<file path="config.mk">
export PLATFORM = sky130hd
export DESIGN_NAME = i2c_eeprom_page_master
export DESIGN_NICKNAME = d
export VERILOG_FILES = /design/src/sv/i2cep_pkg.sv /design/src/sv/i2cep_front.sv /design/src/sv/i2cep_engine.sv /design/src/sv/i2c_eeprom_page_master.sv
export SDC_FILE = /design/constraint.sdc
export NUM_CORES = 1
export LEC_CHECK = 0
export ABC_AREA = 1
export BUFFER_PORTS_ARGS = -buffer_cell sky130_fd_sc_hd__buf_2
export CELL_PAD_IN_SITES_DETAIL_PLACEMENT = 1
export CELL_PAD_IN_SITES_GLOBAL_PLACEMENT = 2
export CORE_MARGIN = 2
export CORE_UTILIZATION = 39
export CTS_CLUSTER_DIAMETER = 60
export DETAILED_ROUTE_END_ITERATION = 8
export PLACE_DENSITY = 0.79
export SLEW_MARGIN = 20
export SYNTH_ARGS = -nofsm -noshare
export SYNTH_HDL_FRONTEND = slang
export SYNTH_HIERARCHICAL = 1
export SYNTH_SLANG_ARGS = --single-unit
</file>
<file path="constraint.sdc">
create_clock -name i_clk -period 4.7 [get_ports i_clk]
set_clock_uncertainty 0.15 [all_clocks]
set_input_delay 0.94 -clock i_clk [delete_from_list [all_inputs] [get_ports i_clk]]
set_output_delay 0.94 -clock i_clk [all_outputs]
set_load 0.1 [all_outputs]
</file>
<file path="src/sv/i2cep_pkg.sv">
// ---------------------------------------------------------------------------
// I2C EEPROM page master package
// Types, codes and constants shared by the front end, the bus engine and the
// top level.
// ---------------------------------------------------------------------------
package i2cep_pkg;

    localparam int DEV_ADDR_W   = 7;
    localparam int PHASE_W      = 16;
    localparam int CFG_IDX_W    = 1;
    localparam int CFG_DATA_W   = 16;

    localparam logic [CFG_IDX_W-1:0] CFG_DEVICE_ADDRESS = 1'b0;
    localparam logic [CFG_IDX_W-1:0] CFG_PHASE_TICKS    = 1'b1;

    localparam logic [DEV_ADDR_W-1:0] DEV_ADDR_RESET    = 7'd80;
    localparam logic [PHASE_W-1:0]    PHASE_TICKS_RESET = 16'd1;

    localparam logic [1:0] ACT_TICK  = 2'd0;
    localparam logic [1:0] ACT_LOAD  = 2'd1;
    localparam logic [1:0] ACT_WRITE = 2'd2;
    localparam logic [1:0] ACT_READ  = 2'd3;

    localparam logic [1:0] STATUS_NONE  = 2'd0;
    localparam logic [1:0] STATUS_DONE  = 2'd1;
    localparam logic [1:0] STATUS_ABORT = 2'd2;

    localparam logic [3:0] BITS_PER_BYTE = 4'd8;

    typedef enum logic [1:0] {
        KIND_TICK,
        KIND_LOAD,
        KIND_WRITE,
        KIND_READ
    } t_kind;

    typedef struct packed {
        logic [1:0] action;
        logic [7:0] mem_addr;
        logic [3:0] count;
        logic [2:0] slot;
        logic [7:0] data_byte;
        logic       sda_in;
    } t_in_item;

    typedef struct packed {
        logic       scl;
        logic       sda_out;
        logic       sda_drive;
        logic [7:0] read_byte;
        logic [2:0] read_slot;
        logic       read_valid;
        logic       busy_res;
        logic [1:0] status;
    } t_out_item;

    typedef struct packed {
        t_kind      kind;
        logic [7:0] mem_addr;
        logic [3:0] total;
        logic [2:0] slot;
        logic       slot_ok;
        logic [7:0] data_byte;
        logic       sda_in;
    } t_queue_item;

    typedef struct packed {
        logic                  valid;
        logic [CFG_IDX_W-1:0]  index;
        logic [CFG_DATA_W-1:0] data;
    } t_cfg_write;

endpackage

</file>
<file path="src/sv/i2cep_front.sv">
// ---------------------------------------------------------------------------
// I2C EEPROM page master front end
// Accepts requests, classifies them and holds them in a two-entry queue for
// the bus engine.
// ---------------------------------------------------------------------------
module i2cep_front #(
    parameter int PAGE_BYTES = 8
) (
    input  logic                   i_clk,
    input  logic                   i_rst_n,
    input  logic                   i_in_valid,
    output logic                   o_in_ready,
    input  i2cep_pkg::t_in_item    i_in_data,
    output logic                   o_q_valid,
    input  logic                   i_q_pop,
    output i2cep_pkg::t_queue_item o_q_item
);

    localparam int CW = ($clog2(PAGE_BYTES + 1) > 4) ? $clog2(PAGE_BYTES + 1) : 4;

    i2cep_pkg::t_queue_item r_q [2];
    logic                   r_wptr;
    logic                   r_rptr;
    logic [1:0]             r_fill;

    i2cep_pkg::t_queue_item cls;
    logic [CW-1:0]          slot_ext;
    logic [CW-1:0]          count_ext;
    logic                   push;
    logic                   pop;

    always_comb begin
        slot_ext      = CW'(i_in_data.slot);
        count_ext     = CW'(i_in_data.count);
        cls.mem_addr  = i_in_data.mem_addr;
        cls.slot      = i_in_data.slot;
        cls.data_byte = i_in_data.data_byte;
        cls.sda_in    = i_in_data.sda_in;
        cls.slot_ok   = slot_ext < CW'(PAGE_BYTES);
        cls.total     = (count_ext > CW'(PAGE_BYTES)) ? 4'(PAGE_BYTES) : i_in_data.count;
        unique case (i_in_data.action)
            i2cep_pkg::ACT_TICK:  cls.kind = i2cep_pkg::KIND_TICK;
            i2cep_pkg::ACT_LOAD:  cls.kind = i2cep_pkg::KIND_LOAD;
            i2cep_pkg::ACT_WRITE: cls.kind = i2cep_pkg::KIND_WRITE;
            default:              cls.kind = i2cep_pkg::KIND_READ;
        endcase
    end

    assign o_in_ready = (r_fill != 2'd2);
    assign push       = i_in_valid && o_in_ready;
    assign pop        = i_q_pop && (r_fill != 2'd0);
    assign o_q_valid  = (r_fill != 2'd0);
    assign o_q_item   = r_q[r_rptr];

    always_ff @(posedge i_clk) begin
        if (push) begin
            r_q[r_wptr] <= cls;
        end
        if (!i_rst_n) begin
            r_wptr <= 1'b0;
            r_rptr <= 1'b0;
            r_fill <= 2'd0;
        end else begin
            if (push) begin
                r_wptr <= ~r_wptr;
            end
            if (pop) begin
                r_rptr <= ~r_rptr;
            end
            r_fill <= r_fill + 2'(push) - 2'(pop);
        end
    end

endmodule

</file>
<file path="src/sv/i2cep_engine.sv">
// ---------------------------------------------------------------------------
// I2C EEPROM page master bus engine
// Takes one queued request a cycle while its result register is free or read,
// steps the bus sequence and page buffer, and registers one result per request.
// ---------------------------------------------------------------------------
module i2cep_engine #(
    parameter int PAGE_BYTES = 8
) (
    input  logic                   i_clk,
    input  logic                   i_rst_n,
    input  i2cep_pkg::t_cfg_write  i_cfg,
    input  logic                   i_q_valid,
    output logic                   o_q_pop,
    input  i2cep_pkg::t_queue_item i_q_item,
    output logic                   o_out_valid,
    input  logic                   i_out_ready,
    output i2cep_pkg::t_out_item   o_out_data
);

    localparam int AW = (PAGE_BYTES > 1) ? $clog2(PAGE_BYTES) : 1;
    localparam int CW = ($clog2(PAGE_BYTES + 1) > 4) ? $clog2(PAGE_BYTES + 1) : 4;

    typedef enum logic [4:0] {
        ST_IDLE, ST_START1, ST_START2, ST_TXL, ST_TXH, ST_ACKL, ST_ACKH,
        ST_RXL, ST_RXH, ST_MAL, ST_MAH, ST_STOP1, ST_STOP2
    } t_step;

    typedef enum logic [1:0] {
        SG_DEVW, SG_MEM, SG_DATA, SG_DEVR
    } t_stage;

    logic [7:0] r_page [PAGE_BYTES];
    logic [7:0] r_rd;

    logic [i2cep_pkg::DEV_ADDR_W-1:0] r_dev_addr;
    logic [i2cep_pkg::PHASE_W-1:0]    r_phase_ticks;

    t_step      r_step,     n_step;
    t_stage     r_stage,    n_stage;
    logic [15:0] r_pc,      n_pc;
    logic [3:0] r_bit,      n_bit;
    logic [3:0] r_byte,     n_byte;
    logic [7:0] r_shift,    n_shift;
    logic [7:0] r_tgt,      n_tgt;
    logic [3:0] r_total,    n_total;
    logic       r_is_read,  n_is_read;
    logic       r_scl,      n_scl;
    logic       r_sda,      n_sda;
    logic       r_drive,    n_drive;
    logic       r_out_valid;
    i2cep_pkg::t_out_item r_out, n_out;

    logic        busy;
    logic        pop;
    logic [15:0] limit;
    logic [15:0] pc_inc;
    logic [3:0]  bit_inc;
    logic [3:0]  byte_inc;
    logic        do_send;
    logic [7:0]  send_val;
    logic        do_stop;
    logic        mem_we;
    logic [CW-1:0] rd_addr;
    logic [CW-1:0] wr_ext;
    logic [AW-1:0] rd_idx;
    logic [AW-1:0] wr_idx;

    assign busy    = (r_step != ST_IDLE);
    assign pop     = i_q_valid && (!r_out_valid || i_out_ready);
    assign o_q_pop = pop;
    assign limit   = (r_phase_ticks == '0) ? 16'd1 : r_phase_ticks;
    assign pc_inc  = r_pc + 16'd1;
    assign bit_inc = r_bit + 4'd1;
    assign byte_inc = r_byte + 4'd1;

    assign rd_addr = (r_stage == SG_MEM) ? '0 : CW'(r_byte) + CW'(1);
    assign rd_idx  = (rd_addr < CW'(PAGE_BYTES)) ? rd_addr[AW-1:0] : '0;
    assign wr_ext  = CW'(i_q_item.slot);
    assign wr_idx  = wr_ext[AW-1:0];

    always_comb begin
        n_step    = r_step;
        n_stage   = r_stage;
        n_pc      = r_pc;
        n_bit     = r_bit;
        n_byte    = r_byte;
        n_shift   = r_shift;
        n_tgt     = r_tgt;
        n_total   = r_total;
        n_is_read = r_is_read;
        n_scl     = r_scl;
        n_sda     = r_sda;
        n_drive   = r_drive;
        do_send   = 1'b0;
        send_val  = r_tgt;
        do_stop   = 1'b0;
        mem_we    = 1'b0;
        n_out.read_byte  = 8'd0;
        n_out.read_slot  = 3'd0;
        n_out.read_valid = 1'b0;
        n_out.status     = i2cep_pkg::STATUS_NONE;

        unique case (i_q_item.kind)
            i2cep_pkg::KIND_TICK: begin
                if (busy) begin
                    if (pc_inc >= limit) begin
                        n_pc = 16'd0;
                        unique case (r_step)
                            ST_START1: begin
                                n_sda  = 1'b0;
                                n_step = ST_START2;
                            end
                            ST_START2: begin
                                do_send  = 1'b1;
                                send_val = {r_dev_addr, (r_stage == SG_DEVR)};
                            end
                            ST_TXL: begin
                                n_scl  = 1'b1;
                                n_step = ST_TXH;
                            end
                            ST_TXH: begin
                                n_scl = 1'b0;
                                n_bit = bit_inc;
                                if (bit_inc < i2cep_pkg::BITS_PER_BYTE) begin
                                    n_sda  = r_shift[3'(4'd7 - bit_inc)];
                                    n_step = ST_TXL;
                                end else begin
                                    n_drive = 1'b0;
                                    n_step  = ST_ACKL;
                                end
                            end
                            ST_ACKL: begin
                                n_scl   = 1'b1;
                                n_shift = {7'd0, i_q_item.sda_in};
                                n_step  = ST_ACKH;
                            end
                            ST_ACKH: begin
                                n_scl = 1'b0;
                                if (r_shift[0]) begin
                                    n_drive      = 1'b0;
                                    n_step       = ST_IDLE;
                                    n_out.status = i2cep_pkg::STATUS_ABORT;
                                end else begin
                                    unique case (r_stage)
                                        SG_DEVW: begin
                                            n_stage  = SG_MEM;
                                            do_send  = 1'b1;
                                            send_val = r_tgt;
                                        end
                                        SG_MEM: begin
                                            n_byte = 4'd0;
                                            if (r_is_read) begin
                                                n_scl   = 1'b1;
                                                n_sda   = 1'b1;
                                                n_drive = 1'b1;
                                                n_stage = SG_DEVR;
                                                n_step  = ST_START1;
                                            end else if (r_total != 4'd0) begin
                                                n_stage  = SG_DATA;
                                                do_send  = 1'b1;
                                                send_val = r_rd;
                                            end else begin
                                                do_stop = 1'b1;
                                            end
                                        end
                                        SG_DATA: begin
                                            n_byte = byte_inc;
                                            if (byte_inc < r_total) begin
                                                do_send  = 1'b1;
                                                send_val = r_rd;
                                            end else begin
                                                do_stop = 1'b1;
                                            end
                                        end
                                        default: begin
                                            n_byte = 4'd0;
                                            if (r_total != 4'd0) begin
                                                n_drive = 1'b0;
                                                n_bit   = 4'd0;
                                                n_shift = 8'd0;
                                                n_step  = ST_RXL;
                                            end else begin
                                                n_sda   = 1'b1;
                                                n_drive = 1'b1;
                                                n_step  = ST_MAL;
                                            end
                                        end
                                    endcase
                                end
                            end
                            ST_RXL: begin
                                n_scl   = 1'b1;
                                n_shift = {r_shift[6:0], i_q_item.sda_in};
                                n_step  = ST_RXH;
                            end
                            ST_RXH: begin
                                n_scl = 1'b0;
                                n_bit = bit_inc;
                                if (bit_inc < i2cep_pkg::BITS_PER_BYTE) begin
                                    n_step = ST_RXL;
                                end else begin
                                    n_out.read_valid = 1'b1;
                                    n_out.read_byte  = r_shift;
                                    n_out.read_slot  = r_byte[2:0];
                                    n_byte  = byte_inc;
                                    n_sda   = !(byte_inc < r_total);
                                    n_drive = 1'b1;
                                    n_step  = ST_MAL;
                                end
                            end
                            ST_MAL: begin
                                n_scl  = 1'b1;
                                n_step = ST_MAH;
                            end
                            ST_MAH: begin
                                n_scl = 1'b0;
                                if (r_byte < r_total) begin
                                    n_drive = 1'b0;
                                    n_bit   = 4'd0;
                                    n_shift = 8'd0;
                                    n_step  = ST_RXL;
                                end else begin
                                    do_stop = 1'b1;
                                end
                            end
                            ST_STOP1: begin
                                n_scl  = 1'b1;
                                n_step = ST_STOP2;
                            end
                            ST_STOP2: begin
                                n_sda        = 1'b1;
                                n_step       = ST_IDLE;
                                n_out.status = i2cep_pkg::STATUS_DONE;
                            end
                            default: begin
                                n_step = ST_IDLE;
                            end
                        endcase
                    end else begin
                        n_pc = pc_inc;
                    end
                end
            end
            i2cep_pkg::KIND_LOAD: begin
                mem_we = !busy && i_q_item.slot_ok;
            end
            default: begin
                if (!busy) begin
                    n_tgt     = i_q_item.mem_addr;
                    n_total   = i_q_item.total;
                    n_is_read = (i_q_item.kind == i2cep_pkg::KIND_READ);
                    n_byte    = 4'd0;
                    n_bit     = 4'd0;
                    n_shift   = 8'd0;
                    n_pc      = 16'd0;
                    n_stage   = SG_DEVW;
                    n_scl     = 1'b1;
                    n_sda     = 1'b1;
                    n_drive   = 1'b1;
                    n_step    = ST_START1;
                end
            end
        endcase

        if (do_send) begin
            n_shift = send_val;
            n_bit   = 4'd0;
            n_scl   = 1'b0;
            n_sda   = send_val[7];
            n_drive = 1'b1;
            n_step  = ST_TXL;
        end
        if (do_stop) begin
            n_scl   = 1'b0;
            n_sda   = 1'b0;
            n_drive = 1'b1;
            n_step  = ST_STOP1;
        end

        n_out.scl       = n_scl;
        n_out.sda_out   = n_sda;
        n_out.sda_drive = n_drive;
        n_out.busy_res  = (n_step != ST_IDLE);
    end

    always_ff @(posedge i_clk) begin
        if (pop && mem_we) begin
            r_page[wr_idx] <= i_q_item.data_byte;
        end
        r_rd <= r_page[rd_idx];
    end

    always_ff @(posedge i_clk) begin
        if (pop) begin
            r_out <= n_out;
        end
        if (!i_rst_n) begin
            r_dev_addr    <= i2cep_pkg::DEV_ADDR_RESET;
            r_phase_ticks <= i2cep_pkg::PHASE_TICKS_RESET;
            r_step        <= ST_IDLE;
            r_stage       <= SG_DEVW;
            r_pc          <= 16'd0;
            r_bit         <= 4'd0;
            r_byte        <= 4'd0;
            r_shift       <= 8'd0;
            r_tgt         <= 8'd0;
            r_total       <= 4'd0;
            r_is_read     <= 1'b0;
            r_scl         <= 1'b1;
            r_sda         <= 1'b1;
            r_drive       <= 1'b1;
            r_out_valid   <= 1'b0;
        end else begin
            if (i_cfg.valid) begin
                unique case (i_cfg.index)
                    i2cep_pkg::CFG_DEVICE_ADDRESS:
                        r_dev_addr <= i_cfg.data[i2cep_pkg::DEV_ADDR_W-1:0];
                    default:
                        r_phase_ticks <= i_cfg.data[i2cep_pkg::PHASE_W-1:0];
                endcase
            end
            if (pop) begin
                r_step    <= n_step;
                r_stage   <= n_stage;
                r_pc      <= n_pc;
                r_bit     <= n_bit;
                r_byte    <= n_byte;
                r_shift   <= n_shift;
                r_tgt     <= n_tgt;
                r_total   <= n_total;
                r_is_read <= n_is_read;
                r_scl     <= n_scl;
                r_sda     <= n_sda;
                r_drive   <= n_drive;
            end
            if (pop) begin
                r_out_valid <= 1'b1;
            end else if (i_out_ready) begin
                r_out_valid <= 1'b0;
            end
        end
    end

    assign o_out_valid = r_out_valid;
    assign o_out_data  = r_out;

endmodule

</file>
<file path="src/sv/i2c_eeprom_page_master.sv">
// ---------------------------------------------------------------------------
// I2C EEPROM page master
// Page write and page read master for a serial EEPROM, paced by tick
// requests; a front queue feeds a bus engine that returns one result each.
// ---------------------------------------------------------------------------
// Order: a taken request is written into the front queue, then popped by the
// bus engine, which registers its result in the output register.
// Throughput: one request per cycle while the output register is free or being
// accepted, set by the bus engine taking one queued request a cycle into it.
// Reset: synchronous, active low; the bus idles high and the page buffer is
// left as it was, with no clearing pass.
module i2c_eeprom_page_master #(
    parameter int PAGE_BYTES = 8
) (
    input  logic                                  i_clk,
    input  logic                                  i_rst_n,
    input  logic                                  i_in_valid,
    output logic                                  o_in_ready,
    input  i2cep_pkg::t_in_item                   i_in_data,
    output logic                                  o_out_valid,
    input  logic                                  i_out_ready,
    output i2cep_pkg::t_out_item                  o_out_data,
    input  logic                                  i_cfg_valid,
    output logic                                  o_cfg_ready,
    input  logic [i2cep_pkg::CFG_IDX_W-1:0]       i_cfg_index,
    input  logic [i2cep_pkg::CFG_DATA_W-1:0]      i_cfg_data
);

    logic                   q_valid;
    logic                   q_pop;
    i2cep_pkg::t_queue_item q_item;
    i2cep_pkg::t_cfg_write  cfg;

    assign o_cfg_ready = 1'b1;
    assign cfg.valid   = i_cfg_valid;
    assign cfg.index   = i_cfg_index;
    assign cfg.data    = i_cfg_data;

    i2cep_front #(
        .PAGE_BYTES (PAGE_BYTES)
    ) u_front (
        .i_clk      (i_clk),
        .i_rst_n    (i_rst_n),
        .i_in_valid (i_in_valid),
        .o_in_ready (o_in_ready),
        .i_in_data  (i_in_data),
        .o_q_valid  (q_valid),
        .i_q_pop    (q_pop),
        .o_q_item   (q_item)
    );

    i2cep_engine #(
        .PAGE_BYTES (PAGE_BYTES)
    ) u_engine (
        .i_clk       (i_clk),
        .i_rst_n     (i_rst_n),
        .i_cfg       (cfg),
        .i_q_valid   (q_valid),
        .o_q_pop     (q_pop),
        .i_q_item    (q_item),
        .o_out_valid (o_out_valid),
        .i_out_ready (i_out_ready),
        .o_out_data  (o_out_data)
    );

`ifndef ASSERT_OFF
    a_rx_byte_mid_transfer: assert property (@(posedge i_clk) disable iff (!i_rst_n)
        (o_out_valid && o_out_data.read_valid) |-> o_out_data.busy_res)
        else $error("received byte reported outside a transfer");

    a_status_ends_transfer: assert property (@(posedge i_clk) disable iff (!i_rst_n)
        (o_out_valid && (o_out_data.status != i2cep_pkg::STATUS_NONE))
            |-> !o_out_data.busy_res)
        else $error("status reported while still busy");

    a_abort_leaves_bus: assert property (@(posedge i_clk) disable iff (!i_rst_n)
        (o_out_valid && (o_out_data.status == i2cep_pkg::STATUS_ABORT))
            |-> (!o_out_data.scl && !o_out_data.sda_drive))
        else $error("abort did not leave SCL low and SDA released");

    a_queue_full_stall: assert property (@(posedge i_clk) disable iff (!i_rst_n)
        !o_in_ready |-> q_valid)
        else $error("input stalled with an empty queue");
`endif

endmodule
</file>
### Word level (Yosys, flattened, before mapping)

Memory sizes are Yosys's and may differ from the RTL's. A register that Yosys moved wholly into a read port is not among the register bits.
Index checks and enable logic that the tools add are counted.

* add/subtract/negate cells: 6
* magnitude comparators: 7
* eq/ne operators: 41
* muxes and demuxes: 137
* bitwise gates (word level): 9
* reductions and logical operators: 36

Operator list (count)
* 2-to-1 mux 8 bit: 15
* 2-to-1 mux 16 bit: 4
* 2-to-1 mux 4 bit: 16
* case mux 5 bit (11 select lines): 1
* 2-to-1 mux 1 bit: 54
* case mux 8 bit (2 select lines): 3
* 2-to-1 mux 5 bit: 8
* case mux 16 bit (2 select lines): 1
* case mux 4 bit (2 select lines): 4
* case mux 8 bit (4 select lines): 1
* equality test 5 x 4 -> 1 bit, second input constant: 5
* equality test 5 x 3 -> 1 bit, second input constant: 4
* case mux 5 bit (2 select lines): 2
* AND reduction 10 bit: 2
* AND reduction 9 bit: 2
* adder 16 x 1 -> 16 bit, second input constant: 1
* >= comparator 16 bit: 1
* zero test 16 bit: 1
* 2-to-1 mux 2 bit: 8
* != test 4 bit, second input constant: 4
* case mux 1 bit (2 select lines): 8
* != test 3 bit, second input constant: 5
* != test 5 bit, second input constant: 3
* case mux 2 bit (2 select lines): 3
* 40 further kinds: 80

* bits in registers: 101
* bits in writable memories: 116
* input port bits: 48
* output and inout bits: 21
* word-level logic and storage cells: 265
* memories kept: 2

Memories
* u_engine.r_page: depth 8, bits a word 8, rd ports 1, clocked after Yosys merged registers in 1, wr ports 1, RTL line i2cep_engine.sv:32 `logic [7:0] r_page [PAGE_BYTES];`
* u_front.r_q: depth 2, bits a word 26, rd ports 1, clocked after Yosys merged registers in 1, wr ports 1, RTL line i2cep_front.sv:21 `i2cep_pkg::t_queue_item r_q [2];`

### Depth between registers and ports, before layout

Gate-level depths: netlist of the first run.

* depth in word-level cells: 12
* depth in mapped cells: 26
* gate-level depth less buffers: 26

### Hierarchy

The synthesis of the first run kept the hierarchy.

Modules (own cells, without submodules)
* i2cep_engine: times used 1, cells each 1076, area each 8804.7 µm², sequential area each 4204.0 µm²
* i2cep_front: times used 1, cells each 130, area each 2277.2 µm², sequential area each 1661.6 µm²
* i2c_eeprom_page_master: times used 1, cells each 2, area each 11.3 µm², sequential area each 0.0 µm²

### Worst setup path after synthesis of the first run

Ideal clock, no wire load.

* path type: reg2reg
* from: reg u_engine.r_pc[0]
* to: reg u_engine.r_out (netlist bit u_engine/o_out_data[2]) (data pin)
* setup time: 0.253 ns
* arrival time: 3.084 ns
* required time: 4.297 ns
* path slack: 1.213 ns
* stages on the path, launching flop included: 22
* path buffers: 0
* period minus slack after synthesis: 3.487 ns
* cell sequence: dfxtp_1 ha_1 nand3_1 nor3b_2 nand3_1 nor2_1 nand3_1 nor3_2 xor2_1 ha_1 nand2_1 o21bai_1 nand2_1 a21oi_1 nand3_2 nand2_1 inv_1 nand2_2 o21ai_0 nand3b_1 nor2_1 nand2_1

RTL lines
* start: declaration: RTL line i2cep_engine.sv:40 `logic [15:0] r_pc, n_pc;`
* start signal: assignment: RTL line i2cep_engine.sv:325 `r_pc <= n_pc;`
* end signal: assignment: RTL line i2cep_engine.sv:295 `r_out <= n_out;`
* end: declaration: RTL line i2cep_engine.sv:51 `i2cep_pkg::t_out_item r_out, n_out;`

==> results of run 1 <==
[routing by layer]
layer  wire length, µm  up-vias  GRT usage (%)
met2             13900      138           33.0
met3              1020       30           2.59
li1                  -     4244              -
met5                 0        -              0
met4               508        0           4.24
met1             14200     4125           27.4
[synthesized netlist by cell type (9+ instances only)]
master and number:
a21oi_1 83, nand4_1 14, nor2_2 10, ha_1 34, clkbuf_1 24, nor3_1 24, nand3_1 59, nor2_1 156
a22oi_1 14, edfxtp_1 134, xor2_1 15, inv_1 116, o21ai_0 70, mux2_4 20, a31oi_1 9, nand2_1 227
dfxtp_1 92
[tightest hold or removal path: cells and delay by family (launching register included)]
kind	cells	cell delay, ns
AO/OA/AOI/OAI	1	0.06
buffers and inverters	1	0.06
flip-flops	1	0.29
[metrics by stage]
stage | hold WS, ns | utilization (%) | worst slack (ns) | std cells | area, µm²
global route | 0.346 | 45.7 | 0.0101 | 1679 | 12700
detailed placement | 0.315 | 42.4 | 0.413 | 1631 | 11800
floorplan | 0.279 | - | 1.21 | 1208 | 11100
CTS | 0.323 | 45.6 | 0.391 | 1679 | 12700
global placement | 0.306 | 42.4 | 0.605 | 1631 | 11800
finish | 0.313 | 45.7 | 0.499 | 1679 | 12700
[final cells by class]
cell class                      instances  area (µm²)  area share [%]
Clock inverter                         15         209            1.64
Multi-Input combinational cell        814        4520            35.5
Tap cell                              378         473            3.72
Timing Repair Buffer                   87         485            3.82
Inverter                              126         478            3.76
Sequential cell                       226        5870            46.1
Clock buffer                           33         687            5.40
[final timing paths]
path	from	cells past startpoint	to	slack, ns
worst max-delay path	u_engine/r_pc[0]$_SDFFE_PN0P_	21	u_engine/o_out_data[2]$_DFFE_PP_	0.50
worst min register to register	u_engine/r_dev_addr[2]$_SDFFE_PN0P_	2	u_engine/r_dev_addr[2]$_SDFFE_PN0P_	0.31
worst max register to register	u_engine/r_pc[0]$_SDFFE_PN0P_	21	u_engine/o_out_data[2]$_DFFE_PP_	0.50
worst min-delay path	u_engine/r_dev_addr[2]$_SDFFE_PN0P_	2	u_engine/r_dev_addr[2]$_SDFFE_PN0P_	0.31
[report_power, final]
group          leakage (nW)  total, mW  internal [mW]  switching, mW
clock                 0.428       2.09           1.26          0.828
sequential             1.99       2.82           2.55          0.273
combinational          2.82       3.63          0.991           2.64
total                  5.23       8.55           4.80           3.74
[layout by cell type (no fill, tap or decap), types with 7 or more instances in the layout]
cell	instances
buf_2	67
nor2_1	154
mux2_4	20
nand2_2	7
o21ai_0	70
nor3_1	23
nand3_1	59
a31oi_1	9
nand4_1	14
clkbuf_16	26
o211ai_1	8
a21oi_1	83
inv_2	8
a22oi_1	14
buf_4	20
edfxtp_1	134
xor2_1	15
o221ai_1	8
inv_1	115
nand2_1	227
nor2_2	12
ha_1	34
dfxtp_1	92
[sequential cells by signal (all words and copies together) (netlist names), 8 cells and up, named ones only]
register / flops
u_engine/r_pc: 16
u_engine/r_shift: 8
u_engine/r_rd: 8
u_engine/r_tgt: 8
u_engine/r_page: 64
u_engine/o_out_data: 18
u_front/r_q: 52
u_engine/r_phase_ticks: 16
[logic make-up (layout without fill, tap and decap cells)]
logic type	count (synthesis)	in the layout	synth area share, %
simple gates	528	528	21.5
other cells	2	2	0.0677
mux	26	26	3.32
xor+xnor	19	19	1.50
flops	226	226	52.9
buf+inv	168	261	6.52
fa+ha+maj	34	34	3.83
compound gates	205	205	10.4
==> results.sh, run 1 <==
export IMPL_cts_root_buf="clkbuf_16"
export IMPL_overflow=0
export IMPL_ys_flop_type="edfxtp_1"
export IMPL_synth_distinct_cells=52
export IMPL_start_util_pct=39.8
export IMPL_power_total_mw=8.55
export IMPL_rsz0062_at_grt="false"
export IMPL_seq_area_frac_synth_pct=52.9
export IMPL_portBuffers=67
export IMPL_post_route_period_util_pct=89.4
export IMPL_cts_buffers=26
export IMPL_p_per_area_mw_per_mm2=672
export IMPL_path_delay_family="simple AND/OR/NAND/NOR gates"
export IMPL_synthCells=1208
export IMPL_track_usage_pct=19.7
export IMPL_cts_setup_buffers=0
export IMPL_drv_cap=0
export IMPL_drcViolationCount=0
export IMPL_drt_iter0_drc=519
export IMPL_cp_max_fo=15
export IMPL_arrival_ns=4.35
export IMPL_vias_per_cell=5.08
export IMPL_cpMostUsedCell="nand2_1"
export IMPL_hpwl_um=21400
export IMPL_die_width_um=173
export IMPL_finalSetupViolCount=0
export IMPL_yosys_area_top_type="edfxtp_1"
export IMPL_synthTopCellsByArea="edfxtp_1 (36%), dfxtp_1 (17%), nand2_1 (7.7%)"
export IMPL_grt_pass1_vias=8644
export IMPL_cts_sinks=226
export IMPL_holdBufCountCts=0
export IMPL_synth_fp_nets=1290
export IMPL_cp_required_ns=4.85
export IMPL_syn_area_per_cell_um2=9.18
export IMPL_grt_first_pass_wirelength_um=47300
export IMPL_cts_tree="done"
export IMPL_grt_antenna_before_repair=0
export IMPL_synth_edf_count=134
export IMPL_io_pin_count=69
export IMPL_core_area_mm2=0.0279
export IMPL_cts_buffer_depth=3
export IMPL_chipHeight_um=173
export IMPL_fmax_mhz=238
export IMPL_cts_clk_slew_worst_paths_ns=0.06
export IMPL_crit_type="reg2reg"
export IMPL_syn_to_final_growth_pct=14.7
export IMPL_die_area_mm2=0.0298
export IMPL_crit_buf_inv=1
export IMPL_wl_um=29600
export IMPL_wl_per_cell_um=17.7
export IMPL_worstPathCellList="ha_1 > nand3_1 > nor3b_2 > nand3_1 > nor2_1 > nand3_1 > nor3_2 > xor2_1 > ha_1 > nand2_1 > o21bai_1 > nand2_1 > a21oi_1 > nand3_4 > nand2_1 > inv_1 > nand2_2 > o21ai_0 > nand3b_1 > nor2_1 > nand2_1"
export IMPL_status="completed"
export IMPL_endpoint_kind="flop"
export IMPL_gp_congestion=0.871
export IMPL_htree_num_levels=1
export IMPL_num_vias=8537
export IMPL_p_leak_nw=5.23
export IMPL_yosys_warnings=6
export IMPL_num_rows=61
export IMPL_first_pass_iters=5
export IMPL_nets=1363
export IMPL_drive_above_1_share_pct=15.7
export IMPL_cp_start_kind="flop"
export IMPL_worst_pin_slew_ns=0.948
export IMPL_synth_async_reset_ratio_pct=0
export IMPL_hold_violations=0
export IMPL_max_stage_delay_ns=0.41
export IMPL_diodes=0
export IMPL_slew_viol_final=0
export IMPL_hp_class="reg2reg"
export IMPL_synth_seq_cells=226
export IMPL_critPathSlowestCell="dfxtp_1"
export IMPL_antenna_left=0
export IMPL_maxSlewHeadroom_pct=36.4
export IMPL_irDropWorstVdd_v=0.000321
export IMPL_grt_max_degree=63
export IMPL_period_needed_ns=4.20
export IMPL_postCtsResizedCells=0
export IMPL_synthesis_area_mm2=0.0111
export IMPL_fin_setup_tns_ns=0
export IMPL_fillers=3270
export IMPL_synth_top_area_share_pct=36.3
export IMPL_clk_latency_ns=0.55
(Power assumes the default switching activity.)
==> inputs of run 2 (changes only) <==
CORE_UTILIZATION = 42   (was 39)
PLACE_DENSITY = 0.84   (was 0.79)
clock period = 5 ns   (was 4.7 ns; I/O delays follow)
==> run 2 against run 1 <==
Compared with the run above: via count is 0.33% lower; utilization rose by 2.9 points; die area fell by 7.0%; first-iteration DRC count down 7.3%; combinational power is 7.7% lower; hold slack better by 0.00068 ns; non-clock buffer count fell by 4.
==> results.sh, run 2 (synthesized netlist as in run 1, its figures left out) <==
export IMPL_drcViolationCount=0
export IMPL_track_usage_pct=21.3
export IMPL_overflow=0
export IMPL_final_area_mm2=0.0126
export IMPL_critPathSlowestCell="dfxtp_1"
export IMPL_chipHeight_um=167
export IMPL_start_util_pct=42.7
export IMPL_core_area_mm2=0.0260
export IMPL_grt_pass1_vias=8875
export IMPL_finalSetupViolCount=0
export IMPL_power_total_mw=7.94
export IMPL_irDropWorstVdd_v=0.000354
export IMPL_finish_utilization_pct=48.5
export IMPL_cp_required_ns=5.16
export IMPL_clk_latency_ns=0.56
export IMPL_cp_max_fo=15
export IMPL_htree_num_levels=1
export IMPL_drt_iter0_drc=481
export IMPL_fin_setup_tns_ns=0
export IMPL_cts_buffers=27
export IMPL_grt_antenna_before_repair=0
export IMPL_num_rows=59
export IMPL_hold_violations=0
export IMPL_final_cell_mix="nand2_1 (227), nor2_1 (154), edfxtp_1 (134)"
export IMPL_syn_to_final_growth_pct=13.7
export IMPL_die_width_um=167
export IMPL_first_pass_iters=4
export IMPL_cts_buffer_depth=3
export IMPL_instances_no_fill=1634
export IMPL_fillers=3029
export IMPL_vias_per_cell=5.21
export IMPL_die_area_mm2=0.0277
export IMPL_max_stage_delay_ns=0.41
export IMPL_dp_cells=1584
export IMPL_status="completed"
export IMPL_drv_cap=0
export IMPL_hpwl_um=21200
export IMPL_endpoint_kind="flop"
export IMPL_holdBufCountCts=0
export IMPL_largest_reg_flops=64
export IMPL_post_route_period_util_pct=86.0
export IMPL_portBuffers=67
export IMPL_cts_sinks=226
export IMPL_cts_tree="done"
export IMPL_crit_type="reg2reg"
export IMPL_cts_clk_slew_worst_paths_ns=0.06
export IMPL_io_pin_count=69
export IMPL_drive_above_1_share_pct=15.6
export IMPL_hp_class="reg2reg"
export IMPL_diodes=0
export IMPL_nets=1360
export IMPL_num_vias=8509
export IMPL_dpl_cell_area_mm2=0.0117
export IMPL_worstPathCellList="ha_1 > nand3_1 > nor3b_2 > nand3_1 > nor2_1 > nand3_1 > nor3_2 > xor2_1 > ha_1 > nand2_1 > o21bai_1 > nand2_1 > a21oi_1 > nand3_2 > nand2_1 > inv_1 > nand2_2 > o21ai_0 > nand3b_1 > nor2_1 > nand2_1"
export IMPL_period_needed_ns=4.30
export IMPL_postCtsResizedCells=0
export IMPL_final_common_cell="nand2_1"
export IMPL_slew_viol_final=0
export IMPL_cpMostUsedCell="nand2_1"
export IMPL_cp_start_kind="flop"
export IMPL_wl_um=29300
export IMPL_wl_per_cell_um=17.9
export IMPL_p_leak_nw=5.22
export IMPL_grt_max_degree=62
export IMPL_cts_root_buf="clkbuf_16"
export IMPL_regMostFlops="u_engine/r_page"
export IMPL_fmax_mhz=233
export IMPL_grt_first_pass_wirelength_um=47500
export IMPL_p_per_area_mw_per_mm2=630
export IMPL_rsz0062_at_grt="false"
export IMPL_arrival_ns=4.46
export IMPL_cts_setup_buffers=0
export IMPL_gp_congestion=0.891
export IMPL_worst_pin_slew_ns=1.02
export IMPL_antenna_left=0
export IMPL_maxSlewHeadroom_pct=32.2
run 2: cell type report:
type,count,area (µm²),area share [%]
sequential,226,5870,46.5
multi-input combinational,814,4520,35.8
timing repair buffer,83,455,3.61
tap,335,419,3.32
clock buffer,36,729,5.78
inverter,126,478,3.79
clock inverter,14,145,1.15
run 2: final timing paths:
check | cells after the start | startpoint | to | slack [ns]
worst min register to register | 2 | u_engine/r_dev_addr[5]$_SDFFE_PN0P_ | u_engine/r_dev_addr[5]$_SDFFE_PN0P_ | 0.31
worst max-delay path | 21 | u_engine/r_pc[0]$_SDFFE_PN0P_ | u_engine/o_out_data[2]$_DFFE_PP_ | 0.70
worst max register to register | 21 | u_engine/r_pc[0]$_SDFFE_PN0P_ | u_engine/o_out_data[2]$_DFFE_PP_ | 0.70
worst min-delay path | 2 | u_engine/r_dev_addr[5]$_SDFFE_PN0P_ | u_engine/r_dev_addr[5]$_SDFFE_PN0P_ | 0.31
run 2: worst max-delay path, delay by kind of cell (launching register included):
family | cells | cell delay (ns)
adders and majority gates | 2 | 0.48
and+or+nand+nor | 14 | 2.24
xor gates and xnor gates | 1 | 0.22
DFF | 1 | 0.41
AOI/OAI and AO/OA | 3 | 0.46
buffers and inverters | 1 | 0.10
run 2: routing by layer:
metal / GRT usage [%] / up-vias / routed length [µm]
li1: - / 4224 / -
met3: 2.80 / 49 / 1050
met2: 36.3 / 145 / 13900
met1: 28.4 / 4091 / 13500
met4: 6.30 / 0 / 827
met5: 0 / - / 0
run 2: stage by stage:
| stage | hold slack, ns | worst slack [ns] |
|---|---|---|
| 2_1_floorplan | 0.279 | 1.50 |
| 3_3_place_gp | 0.309 | 0.867 |
| 3_5_place_dp | 0.313 | 0.716 |
| 4_1_cts | 0.320 | 0.701 |
| 5_1_grt | 0.345 | 0.300 |
| 6_report | 0.314 | 0.702 |
run 2: report_power, final:
part           total [mW]  switching [mW]  internal [mW]
combinational        3.35            2.45          0.908
sequential           2.68           0.278           2.40
clock                1.91           0.778           1.13
total                7.94            3.50           4.44
